`src/rtl/core/dce_pkg.sv`:
```
// ----------------------------------------------------------------------------
// dce_pkg
// Shared types, constants and a helper function for the detail coring and
// enhancement block.
// ----------------------------------------------------------------------------
package dce_pkg;

    // Default line store depth (maximum line width in pixels).
    localparam int MAX_WIDTH = 2048;

    // Field widths.
    localparam int PIX_W  = 8;
    localparam int CFG_W  = 12;
    localparam int TH_W   = 8;
    localparam int GAIN_W = 12;
    localparam int ROW_W  = 12;
    localparam int IDX_W  = 2;
    localparam int MAG_W  = PIX_W + 1;
    localparam int PROD_W = PIX_W + GAIN_W;
    localparam int FRAC_W = 8;
    localparam int CNT_W  = 4;

    // Geometry limits.
    localparam int MIN_DIM    = 3;
    localparam int MAX_HEIGHT = 4095;

    // Minimum number of significant pixels in the window.
    localparam logic [CNT_W-1:0] MIN_SIGNIFICANT = 4'd3;

    // Saturation limits.
    localparam logic [PIX_W-1:0] SAT_MAX = 8'h7F;
    localparam logic [PIX_W-1:0] SAT_MIN = 8'h80;
    localparam logic [PROD_W-FRAC_W-1:0] SAT_MAX_MAG = 12'd127;
    localparam logic [PROD_W-FRAC_W-1:0] SAT_MIN_MAG = 12'd128;

    // Register reset values.
    localparam logic [CFG_W-1:0]  RST_WIDTH     = 12'd640;
    localparam logic [CFG_W-1:0]  RST_HEIGHT    = 12'd480;
    localparam logic [TH_W-1:0]   RST_THRESHOLD = 8'd8;
    localparam logic [GAIN_W-1:0] RST_GAIN      = 12'd256;

    // Configuration register indexes.
    typedef enum logic [IDX_W-1:0] {
        CFG_FRAME_WIDTH  = 2'd0,
        CFG_FRAME_HEIGHT = 2'd1,
        CFG_THRESHOLD    = 2'd2,
        CFG_GAIN         = 2'd3
    } cfg_idx_t;

    // Input item kinds.
    localparam logic KIND_PIXEL = 1'b0;
    localparam logic KIND_FLUSH = 1'b1;

    // Per-item control handed from the counter stage to the datapath.
    typedef struct packed {
        logic [PIX_W-1:0] bot;
        logic             emit;
        logic             border;
        logic             last;
    } dce_item_t;

    // Magnitude of a signed 8-bit sample (128 for the most negative value).
    function automatic logic [MAG_W-1:0] mag8(input logic [PIX_W-1:0] v);
        logic [MAG_W-1:0] ext;
        ext = {v[PIX_W-1], v};
        return v[PIX_W-1] ? (~ext + MAG_W'(1)) : ext;
    endfunction

endpackage

```
`src/rtl/core/dce_ctrl.sv`:
```
// ----------------------------------------------------------------------------
// dce_ctrl
// Configuration registers and raster counters. Classifies each accepted
// item, issues the line store read address and tags the item with its
// output position (emit, border, last pixel of frame).
// ----------------------------------------------------------------------------
module dce_ctrl #(
    parameter int MAX_WIDTH = dce_pkg::MAX_WIDTH
) (
    input  logic                          clk,
    input  logic                          rst_n,
    input  logic                          cfg_we,
    input  logic [dce_pkg::IDX_W-1:0]     cfg_index,
    input  logic [dce_pkg::CFG_W-1:0]     cfg_data,
    input  logic                          in_accept,
    input  logic                          kind,
    input  logic [dce_pkg::PIX_W-1:0]     pixel_in,
    output logic                          item_valid,
    output dce_pkg::dce_item_t            item,
    output logic [$clog2(MAX_WIDTH)-1:0]  item_col,
    output logic [dce_pkg::TH_W-1:0]      threshold,
    output logic [dce_pkg::GAIN_W-1:0]    gain
);

    localparam int CBW = $clog2(MAX_WIDTH);
    localparam int WW  = $clog2(MAX_WIDTH + 1);
    localparam int CW  = (WW > dce_pkg::CFG_W) ? WW : dce_pkg::CFG_W;
    localparam int RW  = dce_pkg::ROW_W;

    logic [dce_pkg::CFG_W-1:0]  width_reg;
    logic [dce_pkg::CFG_W-1:0]  height_reg;
    logic [dce_pkg::TH_W-1:0]   threshold_reg;
    logic [dce_pkg::GAIN_W-1:0] gain_reg;

    logic [CBW-1:0] col_reg, col_next;
    logic [RW-1:0]  row_reg, row_next;
    logic [CBW-1:0] out_x_reg, out_x_next;
    logic [RW-1:0]  out_y_reg, out_y_next;

    logic [CW-1:0] fw_ext;
    logic [WW-1:0] w_eff;
    logic [RW-1:0] h_eff;
    logic          done;
    logic          emit;
    logic          col_wrap;
    logic          x_last;
    logic          y_last;
    logic          frame_done;
    logic          restart;

    // Effective geometry, saturated to the supported range.
    always_comb
    begin
        fw_ext = CW'(width_reg);
        if (fw_ext < CW'(dce_pkg::MIN_DIM))
        begin
            w_eff = WW'(dce_pkg::MIN_DIM);
        end
        else if (fw_ext > CW'(MAX_WIDTH))
        begin
            w_eff = WW'(MAX_WIDTH);
        end
        else
        begin
            w_eff = WW'(fw_ext);
        end

        if (height_reg < RW'(dce_pkg::MIN_DIM))
        begin
            h_eff = RW'(dce_pkg::MIN_DIM);
        end
        else if (height_reg > RW'(dce_pkg::MAX_HEIGHT))
        begin
            h_eff = RW'(dce_pkg::MAX_HEIGHT);
        end
        else
        begin
            h_eff = height_reg;
        end
    end

    // Item classification and output position.
    always_comb
    begin
        done       = (row_reg >= h_eff);
        item_valid = in_accept && !(!done && (kind == dce_pkg::KIND_FLUSH));
        emit       = done || (row_reg >= RW'(2)) || ((row_reg == RW'(1)) && (col_reg != '0));
        col_wrap   = (WW'(col_reg) == (w_eff - WW'(1)));
        x_last     = (WW'(out_x_reg) == (w_eff - WW'(1)));
        y_last     = (out_y_reg == (h_eff - RW'(1)));
        frame_done = x_last && y_last;

        item.bot    = done ? '0 : pixel_in;
        item.emit   = emit;
        item.border = (out_y_reg == '0) || y_last || (out_x_reg == '0) || x_last;
        item.last   = frame_done;
        item_col    = col_reg;
    end

    // Counter updates.
    always_comb
    begin
        col_next   = col_reg;
        row_next   = row_reg;
        out_x_next = out_x_reg;
        out_y_next = out_y_reg;
        restart    = cfg_we && ((cfg_index == dce_pkg::CFG_FRAME_WIDTH) ||
                                (cfg_index == dce_pkg::CFG_FRAME_HEIGHT));

        if (item_valid)
        begin
            if (col_wrap)
            begin
                col_next = '0;
                if (!done)
                begin
                    row_next = row_reg + RW'(1);
                end
            end
            else
            begin
                col_next = col_reg + CBW'(1);
            end

            if (emit)
            begin
                if (x_last)
                begin
                    out_x_next = '0;
                    out_y_next = out_y_reg + RW'(1);
                end
                else
                begin
                    out_x_next = out_x_reg + CBW'(1);
                end
                if (frame_done)
                begin
                    restart = 1'b1;
                end
            end
        end

        if (restart)
        begin
            col_next   = '0;
            row_next   = '0;
            out_x_next = '0;
            out_y_next = '0;
        end
    end

    // Counter registers.
    always_ff @(posedge clk or negedge rst_n)
    begin
        if (!rst_n)
        begin
            col_reg   <= '0;
            row_reg   <= '0;
            out_x_reg <= '0;
            out_y_reg <= '0;
        end
        else
        begin
            col_reg   <= col_next;
            row_reg   <= row_next;
            out_x_reg <= out_x_next;
            out_y_reg <= out_y_next;
        end
    end

    // Configuration registers.
    always_ff @(posedge clk or negedge rst_n)
    begin
        if (!rst_n)
        begin
            width_reg     <= dce_pkg::RST_WIDTH;
            height_reg    <= dce_pkg::RST_HEIGHT;
            threshold_reg <= dce_pkg::RST_THRESHOLD;
            gain_reg      <= dce_pkg::RST_GAIN;
        end
        else if (cfg_we)
        begin
            case (cfg_index)
                dce_pkg::CFG_FRAME_WIDTH:  width_reg     <= cfg_data;
                dce_pkg::CFG_FRAME_HEIGHT: height_reg    <= cfg_data;
                dce_pkg::CFG_THRESHOLD:    threshold_reg <= cfg_data[dce_pkg::TH_W-1:0];
                dce_pkg::CFG_GAIN:         gain_reg      <= cfg_data;
                default: ;
            endcase
        end
    end

    assign threshold = threshold_reg;
    assign gain      = gain_reg;

    // The output column never reaches the line width.
    a_out_x_range: assert property (@(posedge clk) disable iff (!rst_n)
        WW'(out_x_reg) < w_eff)
        else $error("output column beyond line width");

    // The input row never passes the frame height.
    a_row_range: assert property (@(posedge clk) disable iff (!rst_n)
        row_reg <= h_eff)
        else $error("input row beyond frame height");

    // The last result of a frame returns all counters to zero.
    a_frame_restart: assert property (@(posedge clk) disable iff (!rst_n)
        (item_valid && emit && frame_done) |=>
            (col_reg == '0) && (row_reg == '0) && (out_x_reg == '0) && (out_y_reg == '0))
        else $error("counters not cleared at frame end");

endmodule

```
`config.mk`:
```
export PLATFORM = sky130hd
export DESIGN_NAME = dce_ctrl
export DESIGN_NICKNAME = d
export VERILOG_FILES = /design/src/rtl/core/dce_pkg.sv /design/src/rtl/core/dce_ctrl.sv
export SDC_FILE = /design/constraint.sdc
export NUM_CORES = 1
export LEC_CHECK = 0
export BUFFER_PORTS_ARGS = -buffer_cell sky130_fd_sc_hd__buf_2
export CORE_MARGIN = 3
export CORE_UTILIZATION = 40
export DETAILED_ROUTE_END_ITERATION = 12
export GPL_TIMING_DRIVEN = 0
export PLACE_DENSITY = 0.64
export SYNTH_ARGS = -nofsm -noshare
export SYNTH_HDL_FRONTEND = slang
export SYNTH_SLANG_ARGS = --single-unit
```
`constraint.sdc`:
```
create_clock -name clk -period 8.4 [get_ports clk]
set_clock_uncertainty 0.1 [all_clocks]
set_input_delay 1.68 -clock clk [delete_from_list [all_inputs] [get_ports clk]]
set_output_delay 1.68 -clock clk [all_outputs]
set_load 0.01 [all_outputs]
```
==> impl_metrics.py <==
metrics = {
    "synthesis": {
        "netlist_area_um2": 6120,
        "netlist_top_cells_area": "dfrtp_1 (34%), mux2_2 (8.3%), xnor2_1 (5.3%)",
        "ys_top_cells_by_count": "dfrtp_1 (82), nor2_1 (52), mux2_2 (45)",
        "yosys.cell_count.top_type": "dfrtp_1",
        "synth.top_cell.area_share": 0.335,
        "synth.distinct_cells": 74,
        "yosysWarnings": 0,
        "synth_flop_cell": "dfrtp_1",
        "async_flop_share": 1.00,
        "synthCells": 654,
        "avgSynthCellArea_um2": 9.36,
        "synth_area_leader_cell": "dfrtp_1",
        "synth_edf_count": 0,
        "syn_nets": 704,
        "ys_seq_area_frac": 0.370,
        "ys_seq_elements": 90,
    },
    "floorplanning": {
        "initial_core_util": 0.415,
        "rows": 44,
        "die-height_um": 130,
        "dieArea_um2": 16800,
        "io_pins": 70,
        "core_um2": 14800,
        "die-width_um": 130,
    },
    "timing": {
        "final.setup.tns_ps": 0,
        "hold_violations": 0,
        "report.final.slew_viol_count": 0,
        "fin_ws_ps": 1750,
        "maxSlewHeadroom": 0.288,
        "setup_viol": 0,
        "clock.fmax_ghz": 0.150,
        "period_share": 0.792,
        "worst_slew_pin_slew_ps": 1060,
        "layout_min_cycle_time_ps": 6650,
        "rsz0062_at_grt": "no",
    },
    "setup_path": {
        "worstSetupEndpointType": "output pin",
        "cp_cell_sequence": "or4_1, buf_2, o41ai_4, inv_1, ha_1, clkbuf_1, nand2_1, o21ai_0, a2111oi_0, nand3_1, nor4_1, nand2_1, nor2_1, buf_4, buf_2",
        "crit_fanout": 10,
        "critPathBufInv": 5,
        "crit_slowest_cell": "or4_1",
        "start_kind": "flop",
        "slowest_delay_ps": 540,
        "critPathTopFamily": "simple AND/OR/NAND/NOR gates",
        "critical_path_required_ps": 6620,
        "criticalPathCategory": "reg -> out",
        "crit_arrival_ps": 4870,
    },
    "cells_and_area": {
        "num_antenna_cells": 0,
        "area_growth_pct": 14.9,
        "stdcell_count": 924,
        "nets": 785,
        "drive_above_1_share": 0.222,
        "fillers": 1380,
        "utilization": 0.477,
    },
    "routing": {
        "via_per_inst": 5.81,
        "dr_total_vias": 5372,
        "drc": 0,
        "wl_per_cell_um": 17.7,
        "drt_iter0_markers": 526,
        "drtPass1Iterations": 5,
        "antenna_left": 0,
        "routed_wl_um": 16400,
    },
    "clock_tree": {
        "clockRootBuffer": "clkbuf_16",
        "clock_latency_ps": 350,
        "h-tree-depth": 3,
        "postCtsSetupBuffers": 0,
        "postCtsResizedCells": 0,
        "path_clk_slew_ps": 70,
        "cts_buffers": 9,
        "cts_buffer_depth": 2,
        "cts_sinks": 90,
        "cts_tree": "built",
        "cts-hold-fix-buffers": 0,
    },
    "status": {
        "outcome": "completed",
    },
    "global_routing": {
        "grt_pass1_vias": 5166,
        "grt_antenna_before_repair": 0,
        "grt_pass1_wl_um": 26600,
        "grtUsageTotal": 0.199,
        "grt_max_degree": 74,
        "gr-total-overflow": 0,
    },
    "placement": {
        "gp_congestion": 0.911,
        "port_buffers": 69,
        "place_inst": 908,
        "post-place-ws_ps": 2180,
        "dp_hpwl_um": 12600,
    },
    "power_and_ir_drop": {
        "power.leakage_nw": 2.94,
        "p_int_mw": 0.910,
        "ir_drop_uv": 163,
        "p_sw_frac": 0.348,
        "power_mw": 1.40,
        "p_comb_frac": 0.298,
        "powerDensity_nw_per_um2": 198,
        "clkPwrFrac": 0.305,
        "p_sw_mw": 0.486,
        "seq_power_share": 0.397,
    },
    "hold_path": {
        "holdCritPathClass": "reg -> reg",
    },
    "run": {
        "cap_viol_max_count": 0,
    },
}
[power by group through the flow]
stage | logic (mW) | clock network, mW | registers, mW
2_1_floorplan | 0.278 | 0 | 0.558
3_3_place_gp | 0.398 | 0 | 0.559
3_5_place_dp | 0.410 | 0 | 0.561
4_1_cts | 0.413 | 0.432 | 0.554
5_1_grt | 0.458 | 0.453 | 0.563
6_report | 0.416 | 0.426 | 0.555
[area by class of cell]
cell class	count	area [um^2]	area share
flip-flops and latches	90	2260	0.322
well taps	184	230	0.0327
clock buffers	9	225	0.0320
repair buffers	70	375	0.0534
plain buffers	34	154	0.0219
multi-input cells	498	3580	0.509
clock inverters	7	83.8	0.0119
inverters	32	120	0.0171
[worst paths after layout]
kind / startpoint / cells past startpoint / end / slack, ps
setup / recovery: fw_ext[5] / 15 / item[0] / 1750
setup reg to reg: fw_ext[5] / 15 / row_reg[0] / 3180
hold reg to reg: gain[10] / 1 / gain[10] / 410
hold / removal: gain[10] / 1 / gain[10] / 410
max in group asynchronous: rst_n / 2 / height_reg[8] / 6440
min in group asynchronous: rst_n / 1 / out_y_reg[10] / 1100
[per-layer routing]
metal / GRT usage / vias up / routed length [um]
met5: 0 / - / 0
met4: 0.0697 / 0 / 282
met3: 0.0368 / 23 / 863
met2: 0.311 / 176 / 7520
met1: 0.278 / 2617 / 7710
li1: - / 2556 / -
[placed cells by master (no fill, tap or decap), drive strengths merged, types with 4 or more instances in the layout]
cell      n
nand2    43
o211ai    7
a21oi    23
and2     14
o21ai    14
nand3b    5
nor3b     5
o31a      4
nor4     23
ha       23
nand3    18
inv      36
xnor2    37
nor2b     8
dfrtp    82
clkbuf   32
or3      11
nor3     23
buf      81
and3      5
o21a      7
xor2     13
nand2b   12
a211oi    9
nand4    21
dfstp     8
a2111oi   8
mux2     45
nor2     52
a31oi     7
or4       8
[stage by stage]
step           hold slack, ps  instance area, um^2
3_5_place_dp              388                 6730
3_3_place_gp              385                 6700
2_1_floorplan             410                 6120
4_1_cts                   404                 7030
6_report                  405                 7030
5_1_grt                   430                 7030
[logic make-up (layout without fill, tap and decap cells)]
kind of cell | after synthesis | count (layout) | synth area share
buffers and inverters | 66 | 152 | 0.0448
muxes | 48 | 48 | 0.0877
DFF | 90 | 90 | 0.370
AOI/OAI and AO/OA | 113 | 113 | 0.137
xor gates and xnor gates | 51 | 51 | 0.0765
adders and majority gates | 23 | 23 | 0.0470
and+or+nand+nor | 263 | 263 | 0.237
Power figures use the tool's default switching activity.
