==> src/rtl/core/dce_pkg.sv <==
// ----------------------------------------------------------------------------
// dce_pkg
// Shared types, constants and a helper function for the detail coring and
// enhancement block.
// ----------------------------------------------------------------------------
package dce_pkg;

    // Default line store depth (maximum line width in pixels).
    localparam int MAX_WIDTH = 2048;

    // Field widths.
    localparam int PIX_W  = 8;
    localparam int CFG_W  = 12;
    localparam int TH_W   = 8;
    localparam int GAIN_W = 12;
    localparam int ROW_W  = 12;
    localparam int IDX_W  = 2;
    localparam int MAG_W  = PIX_W + 1;
    localparam int PROD_W = PIX_W + GAIN_W;
    localparam int FRAC_W = 8;
    localparam int CNT_W  = 4;

    // Geometry limits.
    localparam int MIN_DIM    = 3;
    localparam int MAX_HEIGHT = 4095;

    // Minimum number of significant pixels in the window.
    localparam logic [CNT_W-1:0] MIN_SIGNIFICANT = 4'd3;

    // Saturation limits.
    localparam logic [PIX_W-1:0] SAT_MAX = 8'h7F;
    localparam logic [PIX_W-1:0] SAT_MIN = 8'h80;
    localparam logic [PROD_W-FRAC_W-1:0] SAT_MAX_MAG = 12'd127;
    localparam logic [PROD_W-FRAC_W-1:0] SAT_MIN_MAG = 12'd128;

    // Register reset values.
    localparam logic [CFG_W-1:0]  RST_WIDTH     = 12'd640;
    localparam logic [CFG_W-1:0]  RST_HEIGHT    = 12'd480;
    localparam logic [TH_W-1:0]   RST_THRESHOLD = 8'd8;
    localparam logic [GAIN_W-1:0] RST_GAIN      = 12'd256;

    // Configuration register indexes.
    typedef enum logic [IDX_W-1:0] {
        CFG_FRAME_WIDTH  = 2'd0,
        CFG_FRAME_HEIGHT = 2'd1,
        CFG_THRESHOLD    = 2'd2,
        CFG_GAIN         = 2'd3
    } cfg_idx_t;

    // Input item kinds.
    localparam logic KIND_PIXEL = 1'b0;
    localparam logic KIND_FLUSH = 1'b1;

    // Per-item control handed from the counter stage to the datapath.
    typedef struct packed {
        logic [PIX_W-1:0] bot;
        logic             emit;
        logic             border;
        logic             last;
    } dce_item_t;

    // Magnitude of a signed 8-bit sample (128 for the most negative value).
    function automatic logic [MAG_W-1:0] mag8(input logic [PIX_W-1:0] v);
        logic [MAG_W-1:0] ext;
        ext = {v[PIX_W-1], v};
        return v[PIX_W-1] ? (~ext + MAG_W'(1)) : ext;
    endfunction

endpackage

==> src/rtl/core/dce_window.sv <==
// ----------------------------------------------------------------------------
// dce_window
// Window datapath: takes the two previous lines from the line store, keeps
// the two previous window columns, decides coring, scales by the gain,
// saturates and holds the result in the output register.
// ----------------------------------------------------------------------------
module dce_window #(
    parameter int MAX_WIDTH = dce_pkg::MAX_WIDTH
) (
    input  logic                            clk,
    input  logic                            rst_n,
    input  logic                            adv,
    input  logic                            item_valid,
    input  dce_pkg::dce_item_t              item,
    input  logic [$clog2(MAX_WIDTH)-1:0]    item_col,
    input  logic [dce_pkg::TH_W-1:0]        threshold,
    input  logic [dce_pkg::GAIN_W-1:0]      gain,
    input  logic [2*dce_pkg::PIX_W-1:0]     rd_data,
    output logic                            wr_en,
    output logic [$clog2(MAX_WIDTH)-1:0]    wr_addr,
    output logic [2*dce_pkg::PIX_W-1:0]     wr_data,
    output logic                            out_valid,
    output logic [dce_pkg::PIX_W-1:0]       pixel_out,
    output logic                            frame_last
);

    localparam int CBW = $clog2(MAX_WIDTH);
    localparam int PW  = dce_pkg::PIX_W;
    localparam int MW  = dce_pkg::MAG_W;
    localparam int QW  = dce_pkg::PROD_W;
    localparam int NW  = dce_pkg::PROD_W - dce_pkg::FRAC_W;
    localparam int CN  = dce_pkg::CNT_W;

    // Line store read stage.
    logic               s1_valid_reg;
    dce_pkg::dce_item_t s1_item_reg;
    logic [CBW-1:0]     s1_col_reg;
    logic [PW-1:0]      cols_reg [6];

    // Product stage.
    logic               s2_valid_reg;
    logic [QW-1:0]      s2_prod_reg;
    logic               s2_zero_reg;
    logic               s2_border_reg;
    logic [PW-1:0]      s2_centre_reg;
    logic               s2_last_reg;

    // Output register.
    logic               out_valid_reg;
    logic [PW-1:0]      pixel_out_reg;
    logic               frame_last_reg;

    logic [PW-1:0]      top;
    logic [PW-1:0]      mid;
    logic [PW-1:0]      centre;
    logic [PW-1:0]      win [9];
    logic [CN-1:0]      sig_count;
    logic [MW-1:0]      centre_mag;
    logic               core_zero;
    logic [QW-1:0]      prod;
    logic [NW-1:0]      scaled;
    logic [PW-1:0]      result;

    assign top    = rd_data[2*PW-1:PW];
    assign mid    = rd_data[PW-1:0];
    assign centre = cols_reg[4];

    // Write back the shifted line pair at the same column.
    assign wr_en   = adv && s1_valid_reg;
    assign wr_addr = s1_col_reg;
    assign wr_data = {mid, s1_item_reg.bot};

    // Count significant pixels over the window and decide coring.
    always_comb
    begin
        for (int i = 0; i < 6; i++)
        begin
            win[i] = cols_reg[i];
        end
        win[6] = top;
        win[7] = mid;
        win[8] = s1_item_reg.bot;

        sig_count = '0;
        for (int i = 0; i < 9; i++)
        begin
            if (dce_pkg::mag8(win[i]) > MW'(threshold))
            begin
                sig_count = sig_count + CN'(1);
            end
        end

        centre_mag = dce_pkg::mag8(centre);
        core_zero  = (centre_mag < MW'(threshold)) || (sig_count < dce_pkg::MIN_SIGNIFICANT);
        prod       = QW'(centre_mag) * QW'(gain);
    end

    // Stage registers: valid bits.
    always_ff @(posedge clk or negedge rst_n)
    begin
        if (!rst_n)
        begin
            s1_valid_reg  <= 1'b0;
            s2_valid_reg  <= 1'b0;
            out_valid_reg <= 1'b0;
        end
        else if (adv)
        begin
            s1_valid_reg  <= item_valid;
            s2_valid_reg  <= s1_valid_reg && s1_item_reg.emit;
            out_valid_reg <= s2_valid_reg;
        end
    end

    // Window column shift, one step per item that leaves the read stage.
    always_ff @(posedge clk or negedge rst_n)
    begin
        if (!rst_n)
        begin
            for (int i = 0; i < 6; i++)
            begin
                cols_reg[i] <= '0;
            end
        end
        else if (wr_en)
        begin
            cols_reg[0] <= cols_reg[3];
            cols_reg[1] <= cols_reg[4];
            cols_reg[2] <= cols_reg[5];
            cols_reg[3] <= top;
            cols_reg[4] <= mid;
            cols_reg[5] <= s1_item_reg.bot;
        end
    end

    // Stage registers: payload.
    always_ff @(posedge clk)
    begin
        if (adv && item_valid)
        begin
            s1_item_reg <= item;
            s1_col_reg  <= item_col;
        end
        if (adv && s1_valid_reg)
        begin
            s2_prod_reg   <= prod;
            s2_zero_reg   <= core_zero;
            s2_border_reg <= s1_item_reg.border;
            s2_centre_reg <= centre;
            s2_last_reg   <= s1_item_reg.last;
        end
        if (adv && s2_valid_reg)
        begin
            pixel_out_reg  <= result;
            frame_last_reg <= s2_last_reg;
        end
    end

    // Truncate the Q12.8 product and saturate with the sign of the centre.
    always_comb
    begin
        scaled = s2_prod_reg[QW-1:dce_pkg::FRAC_W];
        if (s2_border_reg)
        begin
            result = s2_centre_reg;
        end
        else if (s2_zero_reg)
        begin
            result = '0;
        end
        else if (s2_centre_reg[PW-1])
        begin
            result = (scaled > dce_pkg::SAT_MIN_MAG) ? dce_pkg::SAT_MIN
                                                     : (~scaled[PW-1:0] + PW'(1));
        end
        else
        begin
            result = (scaled > dce_pkg::SAT_MAX_MAG) ? dce_pkg::SAT_MAX : scaled[PW-1:0];
        end
    end

    assign out_valid  = out_valid_reg;
    assign pixel_out  = pixel_out_reg;
    assign frame_last = frame_last_reg;

endmodule

==> config.mk <==
export PLATFORM = sky130hd
export DESIGN_NAME = dce_window
export DESIGN_NICKNAME = d
export VERILOG_FILES = /design/src/rtl/core/dce_pkg.sv /design/src/rtl/core/dce_window.sv
export SDC_FILE = /design/constraint.sdc
export NUM_CORES = 1
export LEC_CHECK = 0
export BUFFER_PORTS_ARGS = -buffer_cell sky130_fd_sc_hd__buf_2
export CAP_MARGIN = 20
export CORE_ASPECT_RATIO = 0.8
export CORE_MARGIN = 2
export CORE_UTILIZATION = 55
export CTS_CLUSTER_SIZE = 28
export DETAILED_ROUTE_END_ITERATION = 16
export PLACE_DENSITY = 0.73
export SYNTH_ARGS = -nofsm -noshare
export SYNTH_HDL_FRONTEND = slang
export SYNTH_SLANG_ARGS = --single-unit
==> constraint.sdc <==
create_clock -name clk -period 16.45 [get_ports clk]
set_input_delay 2.4675 -clock clk [delete_from_list [all_inputs] [get_ports clk]]
set_output_delay 2.4675 -clock clk [all_outputs]
set_load 0.05 [all_outputs]
==> results of run 1 <==
cell usage in the layout, fill, tap and decap left out, types with 6 or more instances in the layout:
master	Yosys	final
ha_1	127	127
nand2_1	126	125
inv_1	119	119
buf_2	0	99
fa_1	69	69
xnor2_1	63	63
edfxtp_1	54	54
o21ai_0	53	53
dfrtp_1	51	51
and2_1	44	44
mux2_2	40	40
a21oi_1	25	25
nor2_1	23	23
nand2b_1	21	21
or3_1	16	16
nand3_1	13	13
nor2b_1	13	13
o31ai_1	11	11
a21o_1	11	11
conb_1	2	11
nor3_1	10	10
nand4_1	10	10
buf_4	16	10
o21a_1	9	9
clkbuf_16	0	9
xor2_1	8	8
a31oi_1	8	8
and3_1	6	6
nor4b_1	7	6
report_power, final:
| group | switching, uW | internal, uW |
|---|---|---|
| registers | 64.5 | 402 |
| logic | 885 | 746 |
| clock network | 117 | 113 |
| total | 1070 | 1260 |
worst max-delay path: cells and delay by family:
kind            cells  cell delay, ns
simple gates       11            1.62
mux                 2            0.56
fa+ha+maj           6            1.78
xor+xnor            2            0.24
compound gates     10            1.60
buf+inv             6            0.78
cells by family after synthesis:
kind of cell / synth area share, %
xor+xnor: 6.41
compound gates: 10.8
fa+ha+maj: 28.7
mux: 4.65
flops: 28.0
simple gates: 15.1
buf+inv: 6.26
other cells: 0.0726
final timing paths:
path,endpoint,cells after the start,from
hold / removal,frame_last,0,s2_last_reg
hold reg to reg,frame_last,0,s2_last_reg
min in group asynchronous,cols_reg[16],2,rst_n
setup reg to reg,s2_zero_reg,39,cols_reg[32]
setup / recovery,s2_zero_reg,37,threshold[1]
max in group asynchronous,centre[6],2,rst_n
cell type report:
type | instances | area (um2)
Timing Repair Buffer | 109 | 571
Inverter | 120 | 453
Sequential cell | 105 | 2900
Fill cell | 1568 | 6880
Multi-Input combinational cell | 795 | 6850
Clock inverter | 7 | 93.8
Clock buffer | 9 | 225
Tap cell | 253 | 317
per-layer routing:
layer | wire (um) | vias to the layer above
met1 | 11200 | 3712
met2 | 9990 | 232
met3 | 1280 | 25
li1 | - | 3787
met4 | 275 | 0
met5 | 0 | -
through the flow:
| stage | power (uW) | utilization [%] | setup slack, ns | hold WS [ns] |
|---|---|---|---|---|
| after global placement | 2050 | 60.6 | 7.63 | 0.401 |
| after global routing | 2620 | 62.4 | 7.08 | 0.468 |
| final | 2330 | 62.4 | 7.60 | 0.454 |
| after floorplan | 1770 | - | 8.18 | 0.400 |
| after CTS | 2340 | 62.4 | 7.62 | 0.459 |
| after detailed placement | 2090 | 60.6 | 7.34 | 0.425 |
==> flow_summary.yaml, run 1 <==
global_routing:
  met3_usage_pct: 3.72
  antenna_found_initial: 0
  gr-total-overflow: 0
  met1_usage_pct: 38.0
  grt_first_pass_wirelength_um: 38800
  gr-usage-all-layers_pct: 24.5
  grtUsageMet2_pct: 36.9
  grt_max_degree: 62
  grt.busiest_layer: "met1"
  first_global_vias: 7704
finish:
  nets: 1398
  fin_area_um2: 11400
  layout.cells.non_filler: 1398
  syn2layout_area_growth_pct: 10.2
  drive_above_1_share_pct: 15.5
  antenna_cells: 0
  largest_reg_flops: 40
synth:
  async_flop_share_pct: 48.6
  synth_edf_count: 54
  synth_flop_cell: "edfxtp_1"
  yosys.area.top_type: "edfxtp_1"
  synthesis.area_um2: 10300
  synth.distinct_cells: 64
  synthTopCellsByCount: "ha_1, nand2_1, inv_1, fa_1, xnor2_1"
  yosysWarningCount: 0
  synth_top_area_share_pct: 15.7
  postSynthCellCount: 1047
  ys_seq_area_share_pct: 28.0
  synth.area.top_cells: "edfxtp_1, ha_1, fa_1"
  yosysMostFrequentCell: "ha_1"
  ys_ff_latch: 105
  synth.avg_cell_area_um2: 9.88
critical_path:
  cpMaxStageDelayCell: "or3_1"
  worstSetupPathType: "in -> reg"
  arrival_ns: 9.03
  cp_data_required_time_ns: 16.63
  worst_path_most_repeated_cell: "ha_1"
  critPathMaxFanout: 9
  rrSetupSlack_ns: 9.21
  critPathLaunchType: "primary input"
  cpPeakStageDelay_ns: 0.44
  endpoint_kind: "register"
routing:
  via_count: 7756
  drc: 0
  wirelength_um: 22700
  drt_first_pass_iters: 5
  drtIter0Drc: 454
  wire_per_inst_um: 16.2
  ant_nets: 0
  vias_per_cell: 5.55
cts:
  postCtsHoldBufs: 0
  cts_sinks: 105
  ctsResizeCount: 0
  cts-root-buf: "clkbuf_16"
  worstSkewPairLatency_ns: 0.37
  cts_setup_buffers: 0
  cts_buffers: 9
  cts_tree: "built"
  htreeDepth: 3
  clk_pin_slew_ns: 0.09
  clk_path_buf_depth: 2
sta:
  fin_worst_skew_ns: 0.0131
  fin_tns_setup_ns: 0
  period_needed_ns: 8.85
  max_freq_mhz: 113
  slew_headroom_pct: 37.5
  setup_viol: 0
  slew_violations: 0
  period_share_pct: 53.8
  grt_setup_unrepaired: "false"
  worst_pin_slew_ns: 0.937
  finalHoldViolCount: 0
floorplan:
  row_count: 44
  die_h_um: 127
  ios: 100
  core_area_um2: 18300
  die_w_um: 157
  die_area_um2: 19900
  start_util_pct: 56.6
power:
  p_leak_uw: 0.00531
  powerDensity_nw_per_um2: 204
  vdd_ir_drop_max_mv: 0.180
placed_design:
  placed_area_um2: 11100
  dp_cells: 1382
  dpl.hpwl_um: 17800
  globalplace.congestion: 0.866
  placement.io_buffers: 99
hold_path:
  holdCritPathClass: "reg -> reg"
flow_run:
  timing.max_cap.violations: 0
outcome:
  status: "completed"
Power figures use the tool's default switching activity.
==> run 2, diff against run 1 <==
--- a/config.mk
+++ b/config.mk
@@ -5,6 +5,7 @@
 export SDC_FILE = /design/constraint.sdc
 export NUM_CORES = 1
 export LEC_CHECK = 0
+export ABC_AREA = 1
 export BUFFER_PORTS_ARGS = -buffer_cell sky130_fd_sc_hd__buf_2
 export CAP_MARGIN = 20
 export CORE_ASPECT_RATIO = 0.8
@@ -12,7 +13,7 @@
 export CORE_UTILIZATION = 55
 export CTS_CLUSTER_SIZE = 28
 export DETAILED_ROUTE_END_ITERATION = 16
-export PLACE_DENSITY = 0.73
+export PLACE_DENSITY = 0.76
 export SYNTH_ARGS = -nofsm -noshare
 export SYNTH_HDL_FRONTEND = slang
 export SYNTH_SLANG_ARGS = --single-unit
==> constraint.sdc (replaced) <==
create_clock -name clk -period 7.7 [get_ports clk]
set_input_delay 1.155 -clock clk [delete_from_list [all_inputs] [get_ports clk]]
set_output_delay 1.155 -clock clk [all_outputs]
set_load 0.05 [all_outputs]
==> flow_summary.yaml, run 2 <==
finish:
  final_common_cell: "nand2_1"
  drive_above_1_share_pct: 11.1
  antenna_cells: 0
  syn2layout_area_growth_pct: 9.58
  layout.cells.non_filler: 1658
  mostFrequentLayoutCells: "nand2_1, inv_1, ha_1"
  fin_util_pct: 61.3
  largest_reg_flops: 40
  nets: 1653
synth:
  synthesis.area_um2: 10600
  postSynthCellCount: 1306
  yosys.area.top_type: "edfxtp_1"
  ys_ff_latch: 105
  synth.avg_cell_area_um2: 8.11
  yosysMostFrequentCell: "nand2_1"
  synth_edf_count: 54
  yosysWarningCount: 0
  synth_top_area_share_pct: 15.3
  async_flop_share_pct: 48.6
  synth_flop_cell: "edfxtp_1"
  ys_seq_area_share_pct: 27.4
  synth.distinct_cells: 46
  synthTopCellsByCount: "nand2_1, inv_1, ha_1, nor2_1, o21ai_0"
  synth.area.top_cells: "edfxtp_1, ha_1, fa_1"
floorplan:
  start_util_pct: 56.0
  ios: 100
  die_area_um2: 20400
  row_count: 45
  die_h_um: 128
  die_w_um: 159
  core_area_um2: 18900
routing:
  drt_first_pass_iters: 5
  drc: 0
  wirelength_um: 23500
  wire_per_inst_um: 14.1
  ant_nets: 0
  vias_per_cell: 5.22
  drtIter0Drc: 620
  via_count: 8662
global_routing:
  first_global_vias: 8287
  gr-usage-all-layers_pct: 24.0
  grt_first_pass_wirelength_um: 39600
  gr-total-overflow: 0
  antenna_found_initial: 0
  grt_max_degree: 97
sta:
  max_freq_mhz: 162
  setup_viol: 0
  slew_headroom_pct: 31.7
  finalHoldViolCount: 0
  period_share_pct: 80.2
  fin_worst_skew_ns: 0.00679
  fin_tns_setup_ns: 0
  period_needed_ns: 6.17
  fin_hold_ws_ns: 0.426
  slew_violations: 0
  grt_setup_unrepaired: "false"
  worst_pin_slew_ns: 1.02
cts:
  worstSkewPairLatency_ns: 0.35
  htreeDepth: 3
  clk_path_buf_depth: 2
  cts_tree: "built"
  cts-root-buf: "clkbuf_16"
  postCtsHoldBufs: 0
  ctsResizeCount: 0
  cts_buffers: 9
  cts_sinks: 105
  cts_setup_buffers: 0
  clk_pin_slew_ns: 0.08
flow_run:
  timing.max_cap.violations: 0
hold_path:
  holdCritPathClass: "reg -> reg"
power:
  vdd_ir_drop_max_mv: 0.336
  sw_frac_of_total_pct: 48.4
  p_int_uw: 2180
  p_sw_uw: 2050
  power_frac_clock_pct: 11.6
  powerDensity_nw_per_um2: 365
  total_power_uw: 4230
  p_leak_uw: 0.00607
  combPwrFrac_pct: 66.9
  pwr-share-seq_pct: 21.5
critical_path:
  cp_data_required_time_ns: 7.79
  critPathMaxFanout: 15
  worstSetupPathType: "reg -> reg"
  endpoint_kind: "register"
  critPathLaunchType: "register"
  arrival_ns: 6.27
outcome:
  status: "completed"
placed_design:
  globalplace.congestion: 0.904
  dpl.hpwl_um: 18700
  dp_cells: 1642
  placement.io_buffers: 99
-- run 2: changes by cell type after synthesis, moves of 21 or more --
cell      change
mux2_2       -40
inv_1       +106
nand3_1      +50
xor2_1       +30
nand2b_1     -21
and2_1       -43
nand2_1     +158
nor2_1       +71
xnor2_1      -48
o21ai_0      +39
-- run 2: worst paths after layout --
kind	slack (ns)	start	cells past startpoint	to
min in group asynchronous	0.92	rst_n	2	cols_reg[17]
setup reg to reg	1.53	centre[0]	26	s2_prod_reg[19]
setup / recovery	1.53	centre[0]	26	s2_prod_reg[19]
hold / removal	0.43	s1_item_reg[0]	0	s2_last_reg
hold reg to reg	0.43	s1_item_reg[0]	0	s2_last_reg
max in group asynchronous	6.30	rst_n	2	cols_reg[36]
-- run 2: cells by family (layout without fill, tap and decap cells) --
kind of cell               count (synthesis)  in the layout  synth area share (%)
AOI/OAI and AO/OA                        165            165                  8.46
xor gates and xnor gates                  53             53                  4.38
other                                      2             11                0.0709
adders and majority gates                196            196                  28.0
buffers and inverters                    267            352                  10.0
DFF                                      105            105                  27.4
and+or+nand+nor                          518            518                  21.6
-- run 2: through the flow --
step / worst slack, ns / instance area [um2]
floorplan: 1.93 / 10600
global placement: 1.41 / 11300
detailed placement: 1.24 / 11300
CTS: 1.56 / 11600
global route: 1.20 / 11600
finish: 1.53 / 11600
-- run 2: final cells by class --
cell class	instances	area [um2]
Inverter	234	878
Fill cell	1671	7310
Clock buffer	9	225
Sequential cell	105	2900
Timing Repair Buffer	102	518
Clock inverter	7	97.6
Multi-Input combinational cell	943	6670
Tap cell	258	323
-- run 2: layer usage --
metal	GRT usage (%)	routed length, um	vias to the layer above
li1	-	-	4360
met4	3.64	168	0
met2	37.0	10100	274
met5	0	0	-
met3	4.50	1660	17
met1	35.9	11500	4011
-- run 2: power groups by stage --
stage	registers, uW	clock network, uW	logic [uW]
2_1_floorplan	902	0	2240
3_3_place_gp	913	0	2700
3_5_place_dp	915	0	2800
4_1_cts	905	500	2830
5_1_grt	923	520	3250
6_report	908	491	2830
-- run 2: worst max-delay path: stages (launching register included) --
cell and delay [ns]:
dfrtp_1 0.75, inv_1 0.22, ha_1 0.28, nand3_1 0.09, inv_1 0.06, nand3_1 0.10, nand2_1 0.08, nand2_1 0.07
nand2_1 0.29, inv_1 0.30, nor2_1 0.09, fa_1 0.48, inv_1 0.06, fa_1 0.50, fa_1 0.52, fa_1 0.54
inv_1 0.04, ha_1 0.34, nand2_1 0.07, nor2_1 0.14, nand3_1 0.10, nand2_1 0.19, nand3_1 0.10, nand2_1 0.16
inv_1 0.05, o21ai_0 0.19, xor2_1 0.10
